## src/design/kpi_pkg.sv

```systemverilog
`timescale 1ns / 1ps
`default_nettype none
// ----------------------------------------------------------------------------
// Keyframe pose interpolator package
// Sizes, command codes, the decoded command record and the sequencer states.
// ----------------------------------------------------------------------------
package kpi_pkg;

	localparam int MOTIONS = 16;
	localparam int KEYS    = 16;
	localparam int PARTS   = 16;

	localparam int MOT_W  = (MOTIONS > 1) ? $clog2(MOTIONS) : 1;
	localparam int KEY_W  = $clog2(KEYS);
	localparam int PART_W = (PARTS > 1) ? $clog2(PARTS) : 1;
	localparam int CNT_W  = $clog2(KEYS + 1);
	localparam int CUR_W  = $clog2(MOTIONS + 1);
	localparam int PCNT_W = $clog2(PARTS + 1);
	localparam int NP_W   = 5;

	localparam int POSE_DEPTH  = MOTIONS * KEYS * PARTS * 6;
	localparam int POSE_AW     = $clog2(POSE_DEPTH);
	localparam int FRAME_DEPTH = MOTIONS * KEYS;
	localparam int FRAME_AW    = (FRAME_DEPTH > 1) ? $clog2(FRAME_DEPTH) : 1;

	localparam logic signed [31:0] PI_Q16 = 32'sd205887;

	localparam logic [1:0] MODE_POSE   = 2'd0;
	localparam logic [1:0] MODE_FRAME  = 2'd1;
	localparam logic [1:0] MODE_HEADER = 2'd2;
	localparam logic [1:0] MODE_TICK   = 2'd3;

	typedef enum logic [2:0] {
		OP_POSE,
		OP_OFFSET,
		OP_ROOT,
		OP_FRAME,
		OP_HEADER,
		OP_TICK
	} op_t;

	typedef struct packed {
		op_t                op;
		logic [MOT_W-1:0]   motion;
		logic [KEY_W-1:0]   key;
		logic [PART_W-1:0]  part;
		logic [2:0]         axis;
		logic [31:0]        data;
		logic               loop_f;
	} cmd_t;

	typedef enum logic [3:0] {
		ST_IDLE,
		ST_TICK,
		ST_FRD,
		ST_CHECK,
		ST_ADDR,
		ST_MUL,
		ST_ABS,
		ST_DIV,
		ST_SUM,
		ST_OUT,
		ST_KEYUPD,
		ST_NULL
	} state_t;

endpackage
`default_nettype wire

```

## src/design/kpi_cmd_if.sv

```systemverilog
`timescale 1ns / 1ps
`default_nettype none
// ----------------------------------------------------------------------------
// Keyframe pose interpolator command channel
// Carries load and tick items into the block.
// ----------------------------------------------------------------------------
interface kpi_cmd_if;
	logic               valid;
	logic               ready;
	logic [1:0]         mode;
	logic [3:0]         motion_type;
	logic [3:0]         key_index;
	logic [3:0]         part_index;
	logic [3:0]         axis;
	logic signed [31:0] value;
	logic               loop_flag;

	modport source (output valid, mode, motion_type, key_index, part_index, axis, value,
		loop_flag, input ready);
	modport sink (input valid, mode, motion_type, key_index, part_index, axis, value,
		loop_flag, output ready);
endinterface
`default_nettype wire

```

## src/design/kpi_front.sv

```systemverilog
`timescale 1ns / 1ps
`default_nettype none
// ----------------------------------------------------------------------------
// Keyframe pose interpolator front end
// Accepts items, drops those that change nothing and decodes the rest.
// ----------------------------------------------------------------------------
module kpi_front (
	input  wire logic          clk,
	input  wire logic          arst_n,
	kpi_cmd_if.sink            cmd,
	output kpi_pkg::cmd_t      q_cmd,
	output logic               q_valid,
	input  wire logic          q_ready
);
	kpi_pkg::cmd_t dec;
	logic          keep;
	logic          m_ok;
	logic          k_ok;
	logic          p_ok;
	logic          valid_s1;
	kpi_pkg::cmd_t cmd_s1;

	assign m_ok = 32'(cmd.motion_type) < 32'(kpi_pkg::MOTIONS);
	assign k_ok = 32'(cmd.key_index) < 32'(kpi_pkg::KEYS);
	assign p_ok = 32'(cmd.part_index) < 32'(kpi_pkg::PARTS);

	always_comb begin
		dec.op     = kpi_pkg::OP_TICK;
		dec.motion = kpi_pkg::MOT_W'(cmd.motion_type);
		dec.key    = kpi_pkg::KEY_W'(cmd.key_index);
		dec.part   = kpi_pkg::PART_W'(cmd.part_index);
		dec.axis   = cmd.axis[2:0];
		dec.data   = cmd.value;
		dec.loop_f = cmd.loop_flag;
		keep       = 1'b0;
		unique case (cmd.mode)
			kpi_pkg::MODE_POSE: begin
				if (!((!(m_ok && k_ok && p_ok)) && (cmd.axis < 4'd6 || !p_ok))) begin
					if (cmd.axis < 4'd6) begin
						dec.op = kpi_pkg::OP_POSE;
						keep   = 1'b1;
					end else if (cmd.axis < 4'd9) begin
						dec.op   = kpi_pkg::OP_OFFSET;
						dec.axis = 3'(cmd.axis - 4'd6);
						keep     = 1'b1;
					end else if (cmd.axis == 4'd9) begin
						dec.op   = kpi_pkg::OP_ROOT;
						dec.data = {31'd0, cmd.value != 32'sd0};
						keep     = 1'b1;
					end
				end
			end
			kpi_pkg::MODE_FRAME: begin
				dec.op = kpi_pkg::OP_FRAME;
				keep   = m_ok && k_ok;
				if (cmd.value < 32'sd1) begin
					dec.data = 32'd1;
				end else if (cmd.value > 32'sd65535) begin
					dec.data = 32'd65535;
				end else begin
					dec.data = {16'd0, cmd.value[15:0]};
				end
			end
			kpi_pkg::MODE_HEADER: begin
				dec.op = kpi_pkg::OP_HEADER;
				keep   = m_ok;
				if (cmd.value < 32'sd0) begin
					dec.data = 32'd0;
				end else if (cmd.value > 32'(kpi_pkg::KEYS)) begin
					dec.data = 32'(kpi_pkg::KEYS);
				end
			end
			kpi_pkg::MODE_TICK: begin
				dec.op = kpi_pkg::OP_TICK;
				keep   = m_ok;
			end
			default: begin
				keep = 1'b0;
			end
		endcase
	end

	assign cmd.ready = !valid_s1 || q_ready;

	always_ff @(posedge clk or negedge arst_n) begin
		if (!arst_n) begin
			valid_s1 <= 1'b0;
		end else if (cmd.valid && cmd.ready) begin
			valid_s1 <= keep;
		end else if (q_ready) begin
			valid_s1 <= 1'b0;
		end
	end

	always_ff @(posedge clk) begin
		if (cmd.valid && cmd.ready) begin
			cmd_s1 <= dec;
		end
	end

	assign q_valid = valid_s1;
	assign q_cmd   = cmd_s1;
endmodule
`default_nettype wire

```

## src/flat_wrapper.sv

```systemverilog
// flat-port wrapper written by rule: the top's interface ports become plain ports
module kpi_front_flat 
  (clk, arst_n, q_cmd, q_valid, q_ready, cmd_valid, cmd_mode, cmd_motion_type, cmd_key_index, cmd_part_index, cmd_axis, cmd_value, cmd_loop_flag, cmd_ready);
  kpi_cmd_if cmd_i ();
  input  wire logic clk;
  input  wire logic arst_n;
  output kpi_pkg::cmd_t q_cmd;
  output logic q_valid;
  input  wire logic q_ready;
  input wire logic [$bits(cmd_i.valid)-1:0] cmd_valid;
  input wire logic [$bits(cmd_i.mode)-1:0] cmd_mode;
  input wire logic [$bits(cmd_i.motion_type)-1:0] cmd_motion_type;
  input wire logic [$bits(cmd_i.key_index)-1:0] cmd_key_index;
  input wire logic [$bits(cmd_i.part_index)-1:0] cmd_part_index;
  input wire logic [$bits(cmd_i.axis)-1:0] cmd_axis;
  input wire logic [$bits(cmd_i.value)-1:0] cmd_value;
  input wire logic [$bits(cmd_i.loop_flag)-1:0] cmd_loop_flag;
  output wire logic [$bits(cmd_i.ready)-1:0] cmd_ready;
  assign cmd_i.valid = cmd_valid;
  assign cmd_i.mode = cmd_mode;
  assign cmd_i.motion_type = cmd_motion_type;
  assign cmd_i.key_index = cmd_key_index;
  assign cmd_i.part_index = cmd_part_index;
  assign cmd_i.axis = cmd_axis;
  assign cmd_i.value = cmd_value;
  assign cmd_i.loop_flag = cmd_loop_flag;
  assign cmd_ready = cmd_i.ready;
  kpi_front u_core (.clk(clk), .arst_n(arst_n), .cmd(cmd_i), .q_cmd(q_cmd), .q_valid(q_valid), .q_ready(q_ready));
endmodule
```

## config.mk

```make
export PLATFORM = sky130hd
export DESIGN_NAME = kpi_front_flat
export DESIGN_NICKNAME = d
export VERILOG_FILES = /design/src/design/kpi_pkg.sv /design/src/design/kpi_cmd_if.sv /design/src/design/kpi_front.sv /design/src/flat_wrapper.sv
export SDC_FILE = /design/constraint.sdc
export NUM_CORES = 1
export LEC_CHECK = 0
export CAP_MARGIN = 10
export CORE_MARGIN = 10
export CORE_UTILIZATION = 55
export DETAILED_ROUTE_END_ITERATION = 8
export DONT_BUFFER_PORTS = 1
export PLACE_DENSITY = 0.79
export REMOVE_ABC_BUFFERS = 1
export SLEW_MARGIN = 30
export SYNTH_ARGS = -nofsm -noshare
export SYNTH_HDL_FRONTEND = slang
export SYNTH_SLANG_ARGS = --single-unit
```

## constraint.sdc

```tcl
create_clock -name clk -period 2 [get_ports clk]
set_input_delay 0.5 -clock clk [delete_from_list [all_inputs] [get_ports clk]]
set_output_delay 0.5 -clock clk [all_outputs]
set_load 0.005 [all_outputs]
```

==> impl_metrics.toml, run 1 <==
[status]
status = "finished, final reports clean"

[setup_path]
end_kind = "register"
crit_chain = "nor4_1 > nand4_1 > buf_4 > a2111oi_4 > or2_4 > o21bai_4 > o21a_1"
worstRegToRegCells = 3
crit_fanout = 14
worstSetupPathType = "in -> reg"
critPathRequiredTime_ns = 2.16
cp-start-kind = "primary input"
crit_path_max_incr_delay_ns = 0.31
crit_path_top_delay_cell = "nor4_1"
cp.arrival_ns = 2.01

[clock_tree]
clockRootBuffer = "clkbuf_8"
cts_buffer_depth = 2
cts_tree = "done"
insertion_delay_ns = 0.29
htree_levels = 2
cts_buffers = 5
clock-sinks = 52
clkTransAtPathRegs_ns = 0.09
cts_setup_buffers = 0

[sta]
slew_viol_final = 0
tightest_slew_ns = 0.361
period_share_pct = 92.8
relSlewSlack_pct = 75.9
fin_crit_ns = 1.86
rsz0062_at_grt = "false"
fmax_mhz = 539
layout_setup_ws_ns = 0.145
worst_hold_slack_ns = 0.296
setup-tns-final_ns = 0
skew_ns = 0.00499
final-setup-viol-count = 0
hold_viol_final = 0

[global_routing]
antenna_found_initial = 0
grt_max_degree = 31
grt_pass1_vias = 1246
grt_pass1_wl_um = 7050
grt_util_all_layers_pct = 13.7
grt-ovfl-total = 0

[floorplan]
rows = 22
die_h_um = 82.6
die_w_um = 82.6
coreArea_um2 = 3720
die_area_um2 = 6820
start_util_pct = 58.0
pin_count = 108

[yosys]
yosysSeqAreaShare_pct = 72.2
synthAdderAreaFrac_pct = 0.465
ys_ff_latch = 52
synthMuxAreaShare_pct = 0.523
synth_top_family_by_area = "simple AND/OR/NAND/NOR gates"
synth_xor_area_share_pct = 0
yosys_warnings = 0
synth_simple_gate_area_share_pct = 14.5
netlist-cell-type-count = 35
synth_compound_area_share_pct = 10.7
syn_inst = 143
synth_area_um2 = 2150
avgSynthCellArea_um2 = 15.1

[worst_hold_path]
whs_path_depth = 0
hold_path.class = "in -> reg"

[finish]
final_nets = 210
antenna_cells = 0
syn_to_final_growth_pct = 10.2
layout-drive-gt1-share_pct = 16.7

[pwr]
power_uw = 2160
peakVddDrop_mv = 0.547
powerDensity_nw_per_um2 = 911
p_leak_uw = 0.000795

[routing]
via_per_inst = 6.01
wl_per_cell_um = 24.3
firstDrtPassIters = 4
drc = 0
drt_iter0_markers = 102
routed_wl_um = 4960
vias = 1226
ant_nets = 0

[placement]
dpl.hpwl_um = 3980
routabilityCongestion = 0.764
portBuffers = 0
pre_cts_ws_ns = -0.165

[job]
max_cap_viol_count = 0
## cells in the mapped netlist
master,n,area [um^2]
edfxtp_1,51,1530
and2_1,17,106
o21a_1,12,90.1
o21ai_0,11,55.1
nand2_1,6,22.5
nor4_1,6,37.5
nor2_1,4,15.0
nor3_1,4,20.0
a21o_1,2,15.0
a21oi_1,2,10.0
clkbuf_1,2,7.51
inv_2,2,7.51
nand2b_1,2,12.5
a2111oi_4,1,27.5
a31oi_1,1,6.26
and3_1,1,6.26
buf_2,1,5.00
buf_6,1,11.3
dfrtp_1,1,25.0
inv_1,1,3.75
maj3_1,1,10.0
mux2_2,1,11.3
nand3_1,1,5.00
nand4_1,1,6.26
nor2b_1,1,6.26
nor3_2,1,10.0
nor3b_1,1,7.51
nor3b_2,1,12.5
o21bai_4,1,18.8
o31ai_1,1,7.51
or2_1,1,6.26
or2_4,1,8.76
or3_1,1,6.26
or3_4,1,11.3
or4_4,1,11.3
## final cells by class
cell class                      count  area (um^2)
Clock buffer                        5         68.8
Fill cell                         262         1340
Inverter                            3         11.3
Tap cell                           48         60.1
Clock inverter                      3         42.5
Sequential cell                    52         1560
Multi-Input combinational cell     84          564
Timing Repair Buffer                9         70.1
## through the flow
| step | util (%) | area (um^2) | instances |
|---|---|---|---|
| 2_1_floorplan | - | 2130 | 139 |
| 4_1_cts | 63.9 | 2370 | 204 |
| 3_5_place_dp | 60.6 | 2250 | 195 |
| 5_1_grt | 63.9 | 2370 | 204 |
| 6_report | 63.9 | 2370 | 204 |
| 3_3_place_gp | 60.6 | 2250 | 195 |
## routing by layer
| layer | vias up | share of wire [%] | GRT usage [%] |
|---|---|---|---|
| met4 | 0 | 0.61 | 2.51 |
| met5 | - | 0 | 0 |
| met1 | 588 | 35 | 13.9 |
| met2 | 70 | 50 | 23.7 |
| met3 | 4 | 14 | 8.86 |
| li1 | 564 | - | - |
## placed cells by master (no fill, tap or decap), types with 2 or more instances in the layout
cell,instances
clkbuf_8,5
a21oi_1,2
a21o_1,2
buf_4,8
nand2b_1,2
nor4_1,6
nor3_1,4
nor2_1,4
nand2_1,6
inv_2,2
edfxtp_1,51
o21a_1,12
and2_1,16
o21ai_0,11
## state kept, by name, summed over array words and instances, names as in the netlist
signal,flops
u_core.q_valid,1
u_core.q_cmd,51
## repair_timing
item                                   4_1_cts  5_1_grt
setup endpoints to repair                    0        0
resized for setup                            0        0
hold buffers                                 1        0
endpoints found under the hold margin        1        0
## kinds of logic (layout without fill, tap and decap cells)
kind of cell,after synthesis,count (layout)
AO/OA/AOI/OAI,31,31
multiplexers,1,1
AND/OR/NAND/NOR,51,51
buffers and inverters,7,20
flip-flops,52,52
adder cells (fa/ha/maj),1,1
## power by group
group	internal, uW	switching (uW)	total (uW)	leakage [uW]
sequential	1290	42.2	1330	0.000506
combinational	60.6	76.9	137	0.000232
clock	371	322	693	0.0000558
total	1720	441	2160	0.000795
## final timing paths
kind	startpoint	slack, ns	to
setup / recovery	cmd_value[21]	0.14	u_core.q_cmd[13]
hold / removal	cmd_motion_type[2]	0.30	u_core.q_cmd[46]
setup reg to reg	u_core.q_valid	0.60	u_core.q_cmd[47]
hold reg to reg	u_core.q_valid	0.64	u_core.q_valid
max in group asynchronous	arst_n	1.49	u_core.q_valid
min in group asynchronous	arst_n	0.41	u_core.q_valid
## worst max-delay path, delay by kind of cell
family | cells | cell delay [ns]
buf+inv | 1 | 0.18
compound gates | 3 | 0.67
simple gates | 3 | 0.65
No activity file was read; power rests on OpenSTA's default activity.
==> run 2, diff against run 1 <==
--- a/config.mk
+++ b/config.mk
@@ -10,7 +10,7 @@
 export CORE_UTILIZATION = 55
 export DETAILED_ROUTE_END_ITERATION = 8
 export DONT_BUFFER_PORTS = 1
-export PLACE_DENSITY = 0.79
+export PLACE_DENSITY = 0.76
 export REMOVE_ABC_BUFFERS = 1
 export SLEW_MARGIN = 30
 export SYNTH_ARGS = -nofsm -noshare
==> constraint.sdc (replaced) <==
create_clock -name clk -period 2.2 [get_ports clk]
set_input_delay 0.55 -clock clk [delete_from_list [all_inputs] [get_ports clk]]
set_output_delay 0.55 -clock clk [all_outputs]
set_load 0.005 [all_outputs]
==> run 2 against run 1 <==
Combinational power fell by 9%. Utilization fell by 0.84 points. Register-to-register slack improved by 0.21 ns. Die area did not move. Global-route usage barely moved. Sequential cell count did not move. Design area fell by 1.3%. Total power fell by 13%. Final cell count fell by 1.5%. Critical path depth did not move. Highest routed layer unchanged.
==> impl_metrics.toml, run 2 (synthesis results as in run 1) <==
[setup_path]
cp.depth = 7
crit_family = "simple AND/OR/NAND/NOR gates"
crit_path_max_incr_delay_ns = 0.41
timing.rr.start = "u_core.q_valid"
r2r_end = "u_core.q_cmd[2]"
startpoint = "cmd_value[21]"
cp.arrival_ns = 2.20
cp-start-kind = "primary input"
crit_buf_inv = 1
reg2reg_slack_ns = 0.81
worstSetupPathType = "in -> reg"
critPathRequiredTime_ns = 2.37
worstRegToRegCells = 3
crit_fanout = 14
crit_chain = "nor4_1 > nand4_1 > buf_4 > a2111oi_4 > or2_4 > o21bai_4 > o21a_1"
crit_path_top_delay_cell = "nor4_1"
end_kind = "register"

[global_routing]
grt_pass1_wl_um = 6940
grt_pass1_vias = 1264
grt-ovfl-total = 0
grt_util_all_layers_pct = 13.7
antenna_found_initial = 0
grt_max_degree = 50

[clock_tree]
cts_tree = "done"
cts_buffers = 5
clockRootBuffer = "clkbuf_8"
htree_levels = 2
clock-sinks = 52
insertion_delay_ns = 0.30
clkTransAtPathRegs_ns = 0.10
cts_buffer_depth = 2
cts_setup_buffers = 0

[routing]
ant_nets = 0
routed_wl_um = 4970
drc = 0
vias = 1207
firstDrtPassIters = 4
wl_per_cell_um = 24.7
drt_iter0_markers = 117
via_per_inst = 6.00

[pwr]
seqPwrFrac_pct = 64.3
p_comb_share_pct = 6.7
swShare_pct = 22.7
peakVddDrop_mv = 0.455
p_leak_uw = 0.000773
p_int_uw = 1450
powerDensity_nw_per_um2 = 802
pwr-share-clk_pct = 29.0
power_uw = 1880
p_sw_uw = 427

[floorplan]
die_area_um2 = 6820
coreArea_um2 = 3720
die_h_um = 82.6
die_w_um = 82.6
rows = 22
start_util_pct = 58.0
pin_count = 108

[finish]
layout-drive-gt1-share_pct = 15.7
largest_reg_flops = 51
antenna_cells = 0
fin_area_um2 = 2340
num-fill-cells = 284
layout_commonest_cell = "edfxtp_1"
final_cell_mix = "edfxtp_1 (51), and2_1 (16), o21a_1 (12)"
multi_input_comb_area_um2 = 564
final_util_pct = 63.0
fin_cells = 201
final_nets = 207
syn_to_final_growth_pct = 8.71
seqCellArea_um2 = 1560

[placement]
placed_area_um2 = 2240
dpl.hpwl_um = 3860
dp_cells = 192
routabilityCongestion = 0.796
portBuffers = 0

[worst_hold_path]
holdPathEnd = "u_core.q_cmd[40]"
hold_path.startpoint = "cmd_key_index[0]"
hold_path.class = "in -> reg"
whs_path_depth = 0

[sta]
rsz0062_at_grt = "false"
relSlewSlack_pct = 71.2
tightest_slew_ns = 0.428
final-setup-viol-count = 0
hold_viol_final = 0
fin_crit_ns = 2.03
slew_viol_final = 0
skew_ns = 0.00586
fmax_mhz = 494
period_share_pct = 92.1

[status]
status = "finished, final reports clean"

[job]
max_cap_viol_count = 0
## run 2: cell count changes in the layout (fill, tap and decap cells not counted)
cell	previous run	this run
clkinv_4	1	0
clkinvlp_4	0	1
buf_4	8	4
bufinv_16	1	0
inv_6	0	1
clkinv_1	1	0
buf_12	0	1
clkinv_2	0	1
## run 2: metal layers
metal / share of wire [%] / track usage, % / vias up / routed length [um]
li1: - / - / 562 / -
met1: 33 / 12.7 / 564 / 1650
met2: 50 / 23.9 / 75 / 2500
met3: 15 / 9.72 / 6 / 767
met4: 1.1 / 3.68 / 0 / 54
met5: 0 / 0 / - / 0
## run 2: final cells by class
cell class,count,share of cell area (%)
clock buffer,5,2.94
tap,48,2.56
sequential,52,66.5
multi-input combinational,84,24.1
clock inverter,3,0.908
timing repair buffer,6,2.56
inverter,3,0.481
## run 2: worst max path at each step
stage                            end  slack [ns]
floorplan            u_core.q_cmd[0]       -0.14
global placement    u_core.q_cmd[14]      -0.003
detailed placement  u_core.q_cmd[12]       -0.13
CTS                 u_core.q_cmd[12]        0.19
global route        u_core.q_cmd[11]        0.08
finish               u_core.q_cmd[2]        0.17
## run 2: worst register-to-register path: stages (launching register included)
cell      delay [ns]
dfrtp_1         0.41
nand2b_1        0.14
and2_2          0.22
buf_12          0.26
## run 2: repair_timing
| action | 4_1_cts | 5_1_grt |
|---|---|---|
| resized for setup | 0 | 0 |
| endpoints found under the hold margin | 1 | 0 |
| hold buffers | 1 | 0 |
| setup endpoints to repair | 0 | 0 |
## run 2: power by group through the flow
stage               Sequential, uW  Clock [uW]  Combinational [uW]
floorplan                     1220           0                91.2
global placement              1230           0                 116
detailed placement            1240           0                 125
CTS                           1210         552                 126
global route                  1220         596                 140
finish                        1210         545                 125
## run 2: per-stage QoR
step	setup WS [ns]	TNS (ns)	hold slack, ns
2_1_floorplan	-0.143	-7.31	0.254
3_3_place_gp	-0.00306	-0.00461	0.254
3_5_place_dp	-0.125	-2.16	0.254
4_1_cts	0.192	0	0.326
5_1_grt	0.0829	0	0.314
6_report	0.174	0	0.331
