**config.mk**
```make
export PLATFORM = sky130hd
export DESIGN_NAME = kpi_queue
export DESIGN_NICKNAME = d
export VERILOG_FILES = /design/src/design/kpi_pkg.sv /design/src/design/kpi_queue.sv
export SDC_FILE = /design/constraint.sdc
export NUM_CORES = 1
export LEC_CHECK = 0
export BUFFER_PORTS_ARGS = -buffer_cell sky130_fd_sc_hd__buf_2
export CORE_MARGIN = 3
export CORE_UTILIZATION = 50
export DETAILED_ROUTE_END_ITERATION = 10
export PLACE_DENSITY = 0.82
export SKIP_CTS_REPAIR_TIMING = 1
export SLEW_MARGIN = 20
export SYNTH_ARGS = -nofsm -noshare
export SYNTH_HDL_FRONTEND = slang
export SYNTH_SLANG_ARGS = --single-unit
export TNS_END_PERCENT = 30
```
**constraint.sdc**
```tcl
create_clock -name clk -period 3.5 [get_ports clk]
set_clock_uncertainty 0.05 [all_clocks]
set_input_delay 0.525 -clock clk [delete_from_list [all_inputs] [get_ports clk]]
set_output_delay 0.525 -clock clk [all_outputs]
set_load 0.02 [all_outputs]
```
**src/design/kpi_pkg.sv**
```systemverilog
`timescale 1ns / 1ps
`default_nettype none
// ----------------------------------------------------------------------------
// Keyframe pose interpolator package
// Sizes, command codes, the decoded command record and the sequencer states.
// ----------------------------------------------------------------------------
package kpi_pkg;

	localparam int MOTIONS = 16;
	localparam int KEYS    = 16;
	localparam int PARTS   = 16;

	localparam int MOT_W  = (MOTIONS > 1) ? $clog2(MOTIONS) : 1;
	localparam int KEY_W  = $clog2(KEYS);
	localparam int PART_W = (PARTS > 1) ? $clog2(PARTS) : 1;
	localparam int CNT_W  = $clog2(KEYS + 1);
	localparam int CUR_W  = $clog2(MOTIONS + 1);
	localparam int PCNT_W = $clog2(PARTS + 1);
	localparam int NP_W   = 5;

	localparam int POSE_DEPTH  = MOTIONS * KEYS * PARTS * 6;
	localparam int POSE_AW     = $clog2(POSE_DEPTH);
	localparam int FRAME_DEPTH = MOTIONS * KEYS;
	localparam int FRAME_AW    = (FRAME_DEPTH > 1) ? $clog2(FRAME_DEPTH) : 1;

	localparam logic signed [31:0] PI_Q16 = 32'sd205887;

	localparam logic [1:0] MODE_POSE   = 2'd0;
	localparam logic [1:0] MODE_FRAME  = 2'd1;
	localparam logic [1:0] MODE_HEADER = 2'd2;
	localparam logic [1:0] MODE_TICK   = 2'd3;

	typedef enum logic [2:0] {
		OP_POSE,
		OP_OFFSET,
		OP_ROOT,
		OP_FRAME,
		OP_HEADER,
		OP_TICK
	} op_t;

	typedef struct packed {
		op_t                op;
		logic [MOT_W-1:0]   motion;
		logic [KEY_W-1:0]   key;
		logic [PART_W-1:0]  part;
		logic [2:0]         axis;
		logic [31:0]        data;
		logic               loop_f;
	} cmd_t;

	typedef enum logic [3:0] {
		ST_IDLE,
		ST_TICK,
		ST_FRD,
		ST_CHECK,
		ST_ADDR,
		ST_MUL,
		ST_ABS,
		ST_DIV,
		ST_SUM,
		ST_OUT,
		ST_KEYUPD,
		ST_NULL
	} state_t;

endpackage
`default_nettype wire

```
**src/design/kpi_queue.sv**
```systemverilog
`timescale 1ns / 1ps
`default_nettype none
// ----------------------------------------------------------------------------
// Keyframe pose interpolator command queue
// Two-entry queue of decoded commands between the front and back ends.
// ----------------------------------------------------------------------------
module kpi_queue (
	input  wire logic          clk,
	input  wire logic          arst_n,
	input  kpi_pkg::cmd_t      wr_cmd,
	input  wire logic          wr_valid,
	output logic               wr_ready,
	output kpi_pkg::cmd_t      rd_cmd,
	output logic               rd_valid,
	input  wire logic          rd_ready
);
	kpi_pkg::cmd_t entry_q [2];
	logic          wr_ptr_q;
	logic          rd_ptr_q;
	logic [1:0]    count_q;
	logic          push;
	logic          pop;

	assign wr_ready = count_q != 2'd2;
	assign rd_valid = count_q != 2'd0;
	assign push     = wr_valid && wr_ready;
	assign pop      = rd_valid && rd_ready;
	assign rd_cmd   = entry_q[rd_ptr_q];

	always_ff @(posedge clk or negedge arst_n) begin
		if (!arst_n) begin
			wr_ptr_q <= 1'b0;
			rd_ptr_q <= 1'b0;
			count_q  <= 2'd0;
		end else begin
			if (push) begin
				wr_ptr_q <= !wr_ptr_q;
			end
			if (pop) begin
				rd_ptr_q <= !rd_ptr_q;
			end
			if (push && !pop) begin
				count_q <= count_q + 2'd1;
			end else if (pop && !push) begin
				count_q <= count_q - 2'd1;
			end
		end
	end

	always_ff @(posedge clk) begin
		if (push) begin
			entry_q[wr_ptr_q] <= wr_cmd;
		end
	end
endmodule
`default_nettype wire

```
==> results of run 1 <==
==> cell families (layout without fill, tap and decap cells) <==
kind of cell,Yosys count,in the layout,synth area share
DFF,106,106,0.767
muxes,51,51,0.184
and+or+nand+nor,7,7,0.00819
buffers and inverters,7,127,0.0279
xor gates and xnor gates,5,5,0.0106
adders and majority gates,1,1,0.00303
==> layout by cell type (no fill, tap or decap) <==
cell,n
xor2_1,2
mux2_4,49
clkbuf_1,1
edfxtp_1,102
dfrtp_1,3
bufinv_16,1
clkbuf_8,9
and3_2,1
dfrtp_4,1
dlygate4sd3_1,1
inv_6,1
nand2b_1,1
nand2_1,2
inv_1,1
or2_1,1
buf_4,2
inv_8,1
mux2_2,2
clkinv_2,3
buf_2,107
ha_1,1
xnor2_1,3
nor2_4,1
nor2_1,1
==> synthesized netlist by cell type <==
library cell	count	share of area
nand2b_1	1	0.0015
mux2_2	2	0.0055
xnor2_1	3	0.0064
nor2_1	2	0.0018
buf_6	1	0.0027
dfrtp_1	4	0.024
edfxtp_1	102	0.74
or2_1	1	0.0015
and3_1	1	0.0015
inv_1	1	0.00091
mux2_4	49	0.18
buf_12	5	0.024
nand2_1	2	0.0018
ha_1	1	0.0030
xor2_1	2	0.0042
==> report_power, final <==
| group | internal (W) | switching (W) |
|---|---|---|
| sequential | 0.00174 | 0.000241 |
| clock | 0.000335 | 0.000389 |
| combinational | 0.000706 | 0.000726 |
==> flip-flops by register name (all words and copies together), names as in the netlist <==
signal    count
entry_q     102
count_q       2
rd_ptr_q      1
wr_ptr_q      1
==> metal layers <==
metal  global-route usage  share of wire  vias to the layer above
li1                     -              -                      917
met1                0.175           0.41                      958
met2                0.223           0.51                       72
met3               0.0353          0.059                        9
met4               0.0648          0.015                        0
met5                    0              0                        -
==> per-stage QoR <==
step / std cells / utilization / setup slack (ns) / area [um2]
3_5_place_dp: 382 / 0.597 / 1.27 / 4710
3_3_place_gp: 382 / 0.597 / 1.28 / 4710
5_1_grt: 399 / 0.622 / 0.800 / 4910
2_1_floorplan: 177 / - / 0.0519 / 4130
6_report: 399 / 0.622 / 0.890 / 4910
4_1_cts: 398 / 0.621 / 0.858 / 4900
==> worst register-to-register path, delay by kind of cell, from the launching register on <==
family	cells	cell delay [ns]
simple gates	2	0.74
buf+inv	1	0.47
flops	1	0.42
==> how the worst min path moves through the flow <==
stage | from | endpoint | slack (ns) | depth (start not counted)
4_1_cts | arst_n | count_q[1]$_DFFE_PN0P_ | -0.11 | 1
2_1_floorplan | arst_n | count_q[0]$_DFFE_PN0P_ | 0.18 | 0
3_3_place_gp | arst_n | wr_ptr_q$_DFFE_PN0P_ | 0.29 | 1
6_report | wr_cmd[37] | entry_q[1][37]$_DFFE_PP_ | 0.30 | 1
5_1_grt | wr_cmd[19] | entry_q[1][19]$_DFFE_PP_ | 0.28 | 1
3_5_place_dp | arst_n | count_q[1]$_DFFE_PN0P_ | 0.29 | 1
==> area by class of cell <==
cell class | count | share of cell area
flip-flops and latches | 106 | 0.645
multi-input cells | 64 | 0.175
repair buffers | 110 | 0.114
clock buffers | 10 | 0.0260
well taps | 102 | 0.0260
clock inverters | 6 | 0.0133
inverters | 1 | 0.000765
==> out/results.ini, run 1 <==
[critical_path]
path_class=reg -> out
critPathArrivalTime_ns=2.03
slowest_delay_ns=1.07
path_buf_inv=1
path_delay_family=flip-flops
crit_cells=2
startpoint_type=flop
rrSetupSlack_ns=1.48
worst-path-max-fanout=52
required_ns=2.92
rr_worst_depth=3
crit_end=rd_cmd[43]
path_cells=mux2_2 > buf_2
reg2reg_to=entry_q[1][42]$_DFFE_PP_
slowest_stage=dfrtp_4
r2r-start=count_q[0]$_DFFE_PN0P_
worstSetupEndpointType=output pin
crit_start=rd_ptr_q$_DFFE_PN0P_

[timing]
slew_headroom=0.354
fin_hold_ws_ns=0.296
fmax_mhz=383
rsz0062_at_grt=no
period_share=0.746
worstMarginPinSlew_ns=0.969
finalSetupTns_ns=0
setup_viol=0
min_period_ns=2.61
slew_violations=0
finalHoldViolations=0

[placed_design]
io_buffers=107
gp_congestion=0.669
hpwl_mm=4.17

[synth]
synth_nets=233
synthCells=177
avgSynthCellArea_um2=23.3
ys_warn_count=0
yosysSeqAreaShare=0.767
yosysUniqueCellTypes=15
ys_seq_elements=106
netlist_area_mm2=0.00413

[grt]
overflow=0
grt_antenna_before_repair=0
grt_max_degree=53
grt_use_total=0.138
grt_pass1_vias=2035
grt_pass1_wl_mm=10.1

[clock_tree]
clk_latency_ns=0.35
cts_buffer_depth=2
root_buffer=clkbuf_8
path_clk_slew_ns=0.10
clock-sinks=106
cts_tree=done
numCtsBuffers=9
htree_levels=3

[die]
io_pins=108
rows=32
start_util=0.523
die_w_um=96.8
die_area_mm2=0.00938
die_h_um=96.8
core-area_mm2=0.00789

[final_layout]
num-fill-cells=577
nets=348
drive_gt1_frac=0.599
antenna_cells=0
area.sequential_mm2=0.00317
area_delta_synth_final_pct=19.0
multi_input_area_um2=857

[status]
outcome=complete, no violations

[drt]
ant_nets=0
vias=1956
route.detailed.drc=0
drt_iter0_drc=130
drt-total-wl_mm=6.32
via_per_inst=4.90
post_drt_wl_per_cell_um=15.8
firstDrtPassIters=4

[power_and_ir_drop]
total_power_w=0.00413
leakagePower_nw=1.99
powerDensity_mw_per_mm2=842
ir_drop_mv=1.05

[job]
maxCapViolations=0

[worst_hold_path]
hold_path.class=in -> reg

(Power assumes the default switching activity.)
==> inputs of run 2 (changes only) <==
Settings changed: ABC_AREA set to 1.
Clock period 3.5 ns to 2.5 ns, I/O delays scaled along.
==> out/results.ini, run 2 <==
[synth]
synth_compound_area_frac=0  ; unchanged
synth.most_common_cell=nand2_1
yosys.area_share.simple=0.171  ; +0.163
synthCells=295  ; +67%
yosysSeqAreaShare=0.782  ; +0.0152
synth.top_cell.area_share=0.757  ; +0.0147
synth-edff-count=102  ; unchanged
synthMuxAreaShare=0  ; -0.184
synth_top_family_by_area=simple AND/OR/NAND/NOR gates
ys_seq_elements=106  ; unchanged
synth_nets=351  ; +51%
async_flop_share=0.0377  ; unchanged
yosysUniqueCellTypes=16  ; +1
netlist_top_cells_count=nand2_1 (140), edfxtp_1 (102), nand2_2 (23)
yosys-top-cells-area=edfxtp_1 (76%), nand2_1 (13%), nand2_2 (3.6%), dfrtp_1 (2.5%), buf_6 (1.4%)
avgSynthCellArea_um2=13.7  ; -41%
synth_ff_type=edfxtp_1
netlist_area_mm2=0.00405  ; -1.9%
ys_warn_count=0  ; unchanged
synth-xor-area-share=0.00433  ; -0.00628
post-synth-top-area-cell=edfxtp_1
synthAdderAreaFrac=0.00309  ; +0.0000600

[die]
die_w_um=96.0  ; -0.91%
io_pins=108  ; unchanged
die_h_um=96.0  ; -0.91%
die_area_mm2=0.00921  ; -1.8%
rows=32  ; unchanged
core-area_mm2=0.00781  ; -1.0%
start_util=0.518  ; -0.00489

[timing]
fmax_mhz=439
slew_violations=0  ; unchanged
rsz0062_at_grt=no
min_period_ns=2.28
worstMarginPinSlew_ns=0.562  ; -0.407 ns
fin_hold_ws_ns=0.156  ; -0.140 ns
period_share=0.912
setup_viol=0  ; unchanged
slew_headroom=0.625  ; +0.271
finalHoldViolations=0  ; unchanged

[clock_tree]
cts_buffer_depth=2  ; unchanged
clk_latency_ns=0.35  ; about the same
root_buffer=clkbuf_8
clock-sinks=106  ; unchanged
htree_levels=3  ; unchanged
numCtsBuffers=9  ; unchanged
cts_tree=done
path_clk_slew_ns=0.09  ; about the same

[drt]
drt-total-wl_mm=7.09  ; +12%
post_drt_wl_per_cell_um=13.8  ; -13%
drt_iter0_drc=92  ; -29%
vias=2425  ; +24%
via_per_inst=4.72  ; -3.8%
ant_nets=0  ; unchanged
route.detailed.drc=0  ; unchanged
firstDrtPassIters=4  ; unchanged

[grt]
grt_max_degree=53  ; unchanged
grt_antenna_before_repair=0  ; unchanged
overflow=0  ; unchanged
grt_pass1_wl_mm=11.0  ; +9.7%
grt_pass1_vias=2368  ; +16%
grt_use_total=0.162  ; +0.0235

[final_layout]
layout_commonest_cell=nand2_1
biggestRegsByFlops=entry_q x102, count_q x2
multi_input_area_um2=738  ; -14%
mostFrequentLayoutCells=nand2_1 (140), buf_2 (107), edfxtp_1 (102)
drive_gt1_frac=0.371  ; -0.228
largest_reg_flops=102  ; unchanged
area_delta_synth_final_pct=21.3
antenna_cells=0  ; unchanged
nets=463  ; +33%
regMostFlops=entry_q
num-fill-cells=607  ; +5.2%
area.sequential_mm2=0.00316  ; about the same

[worst_hold_path]
hold_path.class=in -> reg

[power_and_ir_drop]
ir_drop_mv=0.748  ; -29%
powerDensity_mw_per_mm2=1240  ; +47%
leakagePower_nw=2.12  ; +6.7%
total_power_w=0.00607  ; +47%

[critical_path]
required_ns=2.08  ; -0.84 ns
critPathArrivalTime_ns=1.86  ; -0.17 ns
worstSetupEndpointType=output pin
worst-path-max-fanout=27  ; -48%
startpoint_type=flop
path_class=reg -> out

[status]
outcome=complete, no violations

[placed_design]
io_buffers=107  ; unchanged
gp_congestion=0.719  ; +7.5%
hpwl_mm=4.76  ; +14%

[job]
maxCapViolations=0  ; unchanged

run 2: cell types whose count changed in the layout (fill, tap and decap cells not counted), sizes merged, moves of 2 or more:
cell,change
mux2,-51
xnor2,-2
buf,+2
nand3,+2
inv,+4
bufinv,+3
nand2,+161
run 2: cell families after synthesis:
kind of cell	count (synthesis)
adder cells (fa/ha/maj)	1
buffers and inverters	18
AND/OR/NAND/NOR	168
flip-flops	106
XOR/XNOR	2
run 2: path summary, 6_finish.rpt:
path	slack, ns	cells after the start	to	startpoint
setup reg to reg	0.96	9	count_q[1]$_DFFE_PN0P_	count_q[0]$_DFFE_PN0P_
hold reg to reg	0.48	1	count_q[0]$_DFFE_PN0P_	count_q[0]$_DFFE_PN0P_
setup / recovery	0.22	4	rd_cmd[32]	rd_ptr_q$_DFFE_PN0P_
max in group asynchronous	1.98	2	rd_ptr_q$_DFFE_PN0P_	arst_n
min in group asynchronous	0.29	2	rd_ptr_q$_DFFE_PN0P_	arst_n
hold / removal	0.16	1	entry_q[1][50]$_DFFE_PP_	wr_cmd[50]
run 2: per-stage QoR:
| step | cells | area (um2) | setup WS [ns] | setup TNS (ns) | util |
|---|---|---|---|---|---|
| floorplan | 295 | 4050 | -0.807 | -82.27 | - |
| finish | 514 | 4910 | 0.220 | 0 | 0.629 |
| global route | 514 | 4910 | 0.0420 | 0 | 0.629 |
| global placement | 497 | 4640 | 0.623 | 0 | 0.595 |
| detailed placement | 497 | 4640 | 0.573 | 0 | 0.595 |
| CTS | 513 | 4900 | 0.160 | 0 | 0.627 |
run 2: cell type report:
type	instances	share of cell area
Sequential cell	106	0.645
Multi-Input combinational cell	171	0.150
Timing Repair Buffer	112	0.120
Clock inverter	6	0.0263
Clock buffer	10	0.0260
Tap cell	102	0.0260
Inverter	7	0.00688
run 2: report_power, final:
group	leakage, nW	total [W]	switching [W]	internal (W)
sequential	0.996	0.00262	0.000189	0.00243
clock	0.128	0.00129	0.000526	0.000762
combinational	1.00	0.00217	0.00152	0.000644
run 2: metal layers:
metal,up-vias,track usage,routed length [um]
met5,-,0,0
met4,0,0.0664,96
met3,9,0.0438,525
met2,89,0.288,3630
met1,1119,0.183,2840
li1,1208,-,-
run 2: critical path, stage by stage, from the launching register on:
cell and delay [ns]:
dfrtp_2 0.73, buf_4 0.38, nand2_1 0.10, nand2_1 0.10, buf_2 0.17
==> inputs of run 3 (changes only) <==
Clock period 2.5 ns to 2.6 ns, I/O delays scaled along.
==> out/results.ini, run 3 (synthesis results as in run 2) <==
[status]
outcome=complete, no violations

[drt]
ant_nets=0  ; unchanged
firstDrtPassIters=4  ; unchanged
drt-total-wl_mm=7.21  ; +1.7%
route.detailed.drc=0  ; unchanged
vias=2451  ; +1.1%
post_drt_wl_per_cell_um=14.0  ; +1.7%
via_per_inst=4.77  ; +1.1%
drt_iter0_drc=111  ; +21%

[grt]
grt_pass1_vias=2393  ; +1.1%
grt_pass1_wl_mm=10.9  ; -1.5%
grt_use_total=0.160  ; -0.00119
grt_max_degree=53  ; unchanged
grt_antenna_before_repair=0  ; unchanged
overflow=0  ; unchanged

[critical_path]
worstSetupEndpointType=output pin
required_ns=2.16  ; +0.08 ns
rrSetupSlack_ns=0.84  ; -0.12 ns
reg2reg_to=entry_q[1][47]$_DFFE_PP_
slowest_stage=dfrtp_2
startpoint_type=flop
slowest_delay_ns=0.73  ; about the same
path_class=reg -> out
critPathArrivalTime_ns=1.90  ; +0.04 ns
crit_start=rd_ptr_q$_DFFE_PN0P_
path_cells=buf_4 > nand2_1 > nand2_1 > buf_2
rr_worst_depth=5  ; -4
worst-path-max-fanout=27  ; unchanged
r2r-start=count_q[0]$_DFFE_PN0P_
crit_end=rd_cmd[32]
crit_top_cell=nand2_1

[placed_design]
io_buffers=107  ; unchanged
hpwl_mm=4.83  ; +1.5%
pre_cts_ws_ns=0.655  ; +0.0821 ns
dp.cells=497  ; unchanged
gp_congestion=0.719  ; about the same

[final_layout]
layout_commonest_cell=nand2_1
drive_gt1_frac=0.369  ; -0.00243
antenna_cells=0  ; unchanged
nets=463  ; unchanged
biggestRegsByFlops=entry_q x102, count_q x2
regMostFlops=entry_q
area_delta_synth_final_pct=18.7
mostFrequentLayoutCells=nand2_1 (140), buf_2 (107), edfxtp_1 (102)
stdcell_count=514  ; unchanged
largest_reg_flops=102  ; unchanged

[timing]
worstMarginPinSlew_ns=0.678  ; +0.116 ns
setup_slack_ns=0.260  ; +0.0404 ns
min_period_ns=2.34
slew_headroom=0.548  ; -0.0775
fmax_mhz=427
slew_violations=0  ; unchanged
finalSetupTns_ns=0  ; unchanged
period_share=0.900
rsz0062_at_grt=no
setup_viol=0  ; unchanged
finalHoldViolations=0  ; unchanged

[die]
die_w_um=96.0  ; unchanged
rows=32  ; unchanged
start_util=0.518  ; unchanged
core-area_mm2=0.00781  ; unchanged
die_area_mm2=0.00921  ; unchanged
die_h_um=96.0  ; unchanged
io_pins=108  ; unchanged

[clock_tree]
numCtsBuffers=9  ; unchanged
htree_levels=3  ; unchanged
clk_latency_ns=0.35  ; about the same
clock-sinks=106  ; unchanged
cts_buffer_depth=2  ; unchanged
root_buffer=clkbuf_8
path_clk_slew_ns=0.09  ; about the same
cts_tree=done

[power_and_ir_drop]
total_power_w=0.00545  ; -10%
powerDensity_mw_per_mm2=1130  ; -8.3%
ir_drop_mv=0.562  ; -25%
leakagePower_nw=2.06  ; -2.7%

[worst_hold_path]
hold_path.class=in -> reg
hold_path_depth=1  ; unchanged

[job]
maxCapViolations=0  ; unchanged

[run 3: cell types whose count changed in the layout (fill, tap and decap cells not counted)]
cell / change
bufinv_16: -4
buf_4: +1
buf_12: -1
clkinvlp_4: +3
clkbuf_1: +1
[run 3: critical path: cells and delay by family (launching register included)]
kind / cells / cell delay (ns)
buf+inv: 2 / 0.56
flops: 1 / 0.73
simple gates: 2 / 0.22
[run 3: layout make-up]
cell class | count | area (um2)
Sequential cell | 106 | 3160
Clock inverter | 5 | 31.3
Tap cell | 102 | 128
Clock buffer | 11 | 131
Fill cell | 653 | 3010
Multi-Input combinational cell | 171 | 738
Inverter | 7 | 33.8
Timing Repair Buffer | 112 | 576
[run 3: worst min path at each step]
| stage | from | to |
|---|---|---|
| 2_1_floorplan | arst_n | count_q[0]$_DFFE_PN0P_ |
| 3_3_place_gp | arst_n | count_q[1]$_DFFE_PN0P_ |
| 3_5_place_dp | arst_n | count_q[1]$_DFFE_PN0P_ |
| 4_1_cts | arst_n | rd_ptr_q$_DFFE_PN0P_ |
| 5_1_grt | wr_cmd[48] | entry_q[0][48]$_DFFE_PP_ |
| 6_report | wr_cmd[32] | entry_q[0][32]$_DFFE_PP_ |
[run 3: power by group]
part	switching (W)	internal [W]
Combinational	0.00147	0.000605
Sequential	0.000184	0.00234
Clock	0.000506	0.000344
Total	0.00216	0.00329
[run 3: layer usage]
| layer | track usage | vias up | wire length [um] |
|---|---|---|---|
| met1 | 0.169 | 1149 | 2810 |
| li1 | - | 1207 | - |
| met2 | 0.295 | 86 | 3750 |
| met5 | 0 | - | 0 |
| met3 | 0.0500 | 9 | 556 |
| met4 | 0.0664 | 0 | 88 |
[run 3: per-stage QoR]
stage / instance area [um2] / utilization / hold WS, ns
after floorplan: 4050 / - / 0.0444
after global placement: 4630 / 0.593 / 0.147
after detailed placement: 4630 / 0.593 / 0.148
after CTS: 4790 / 0.614 / -0.252
after global routing: 4800 / 0.615 / 0.149
final: 4800 / 0.615 / 0.170
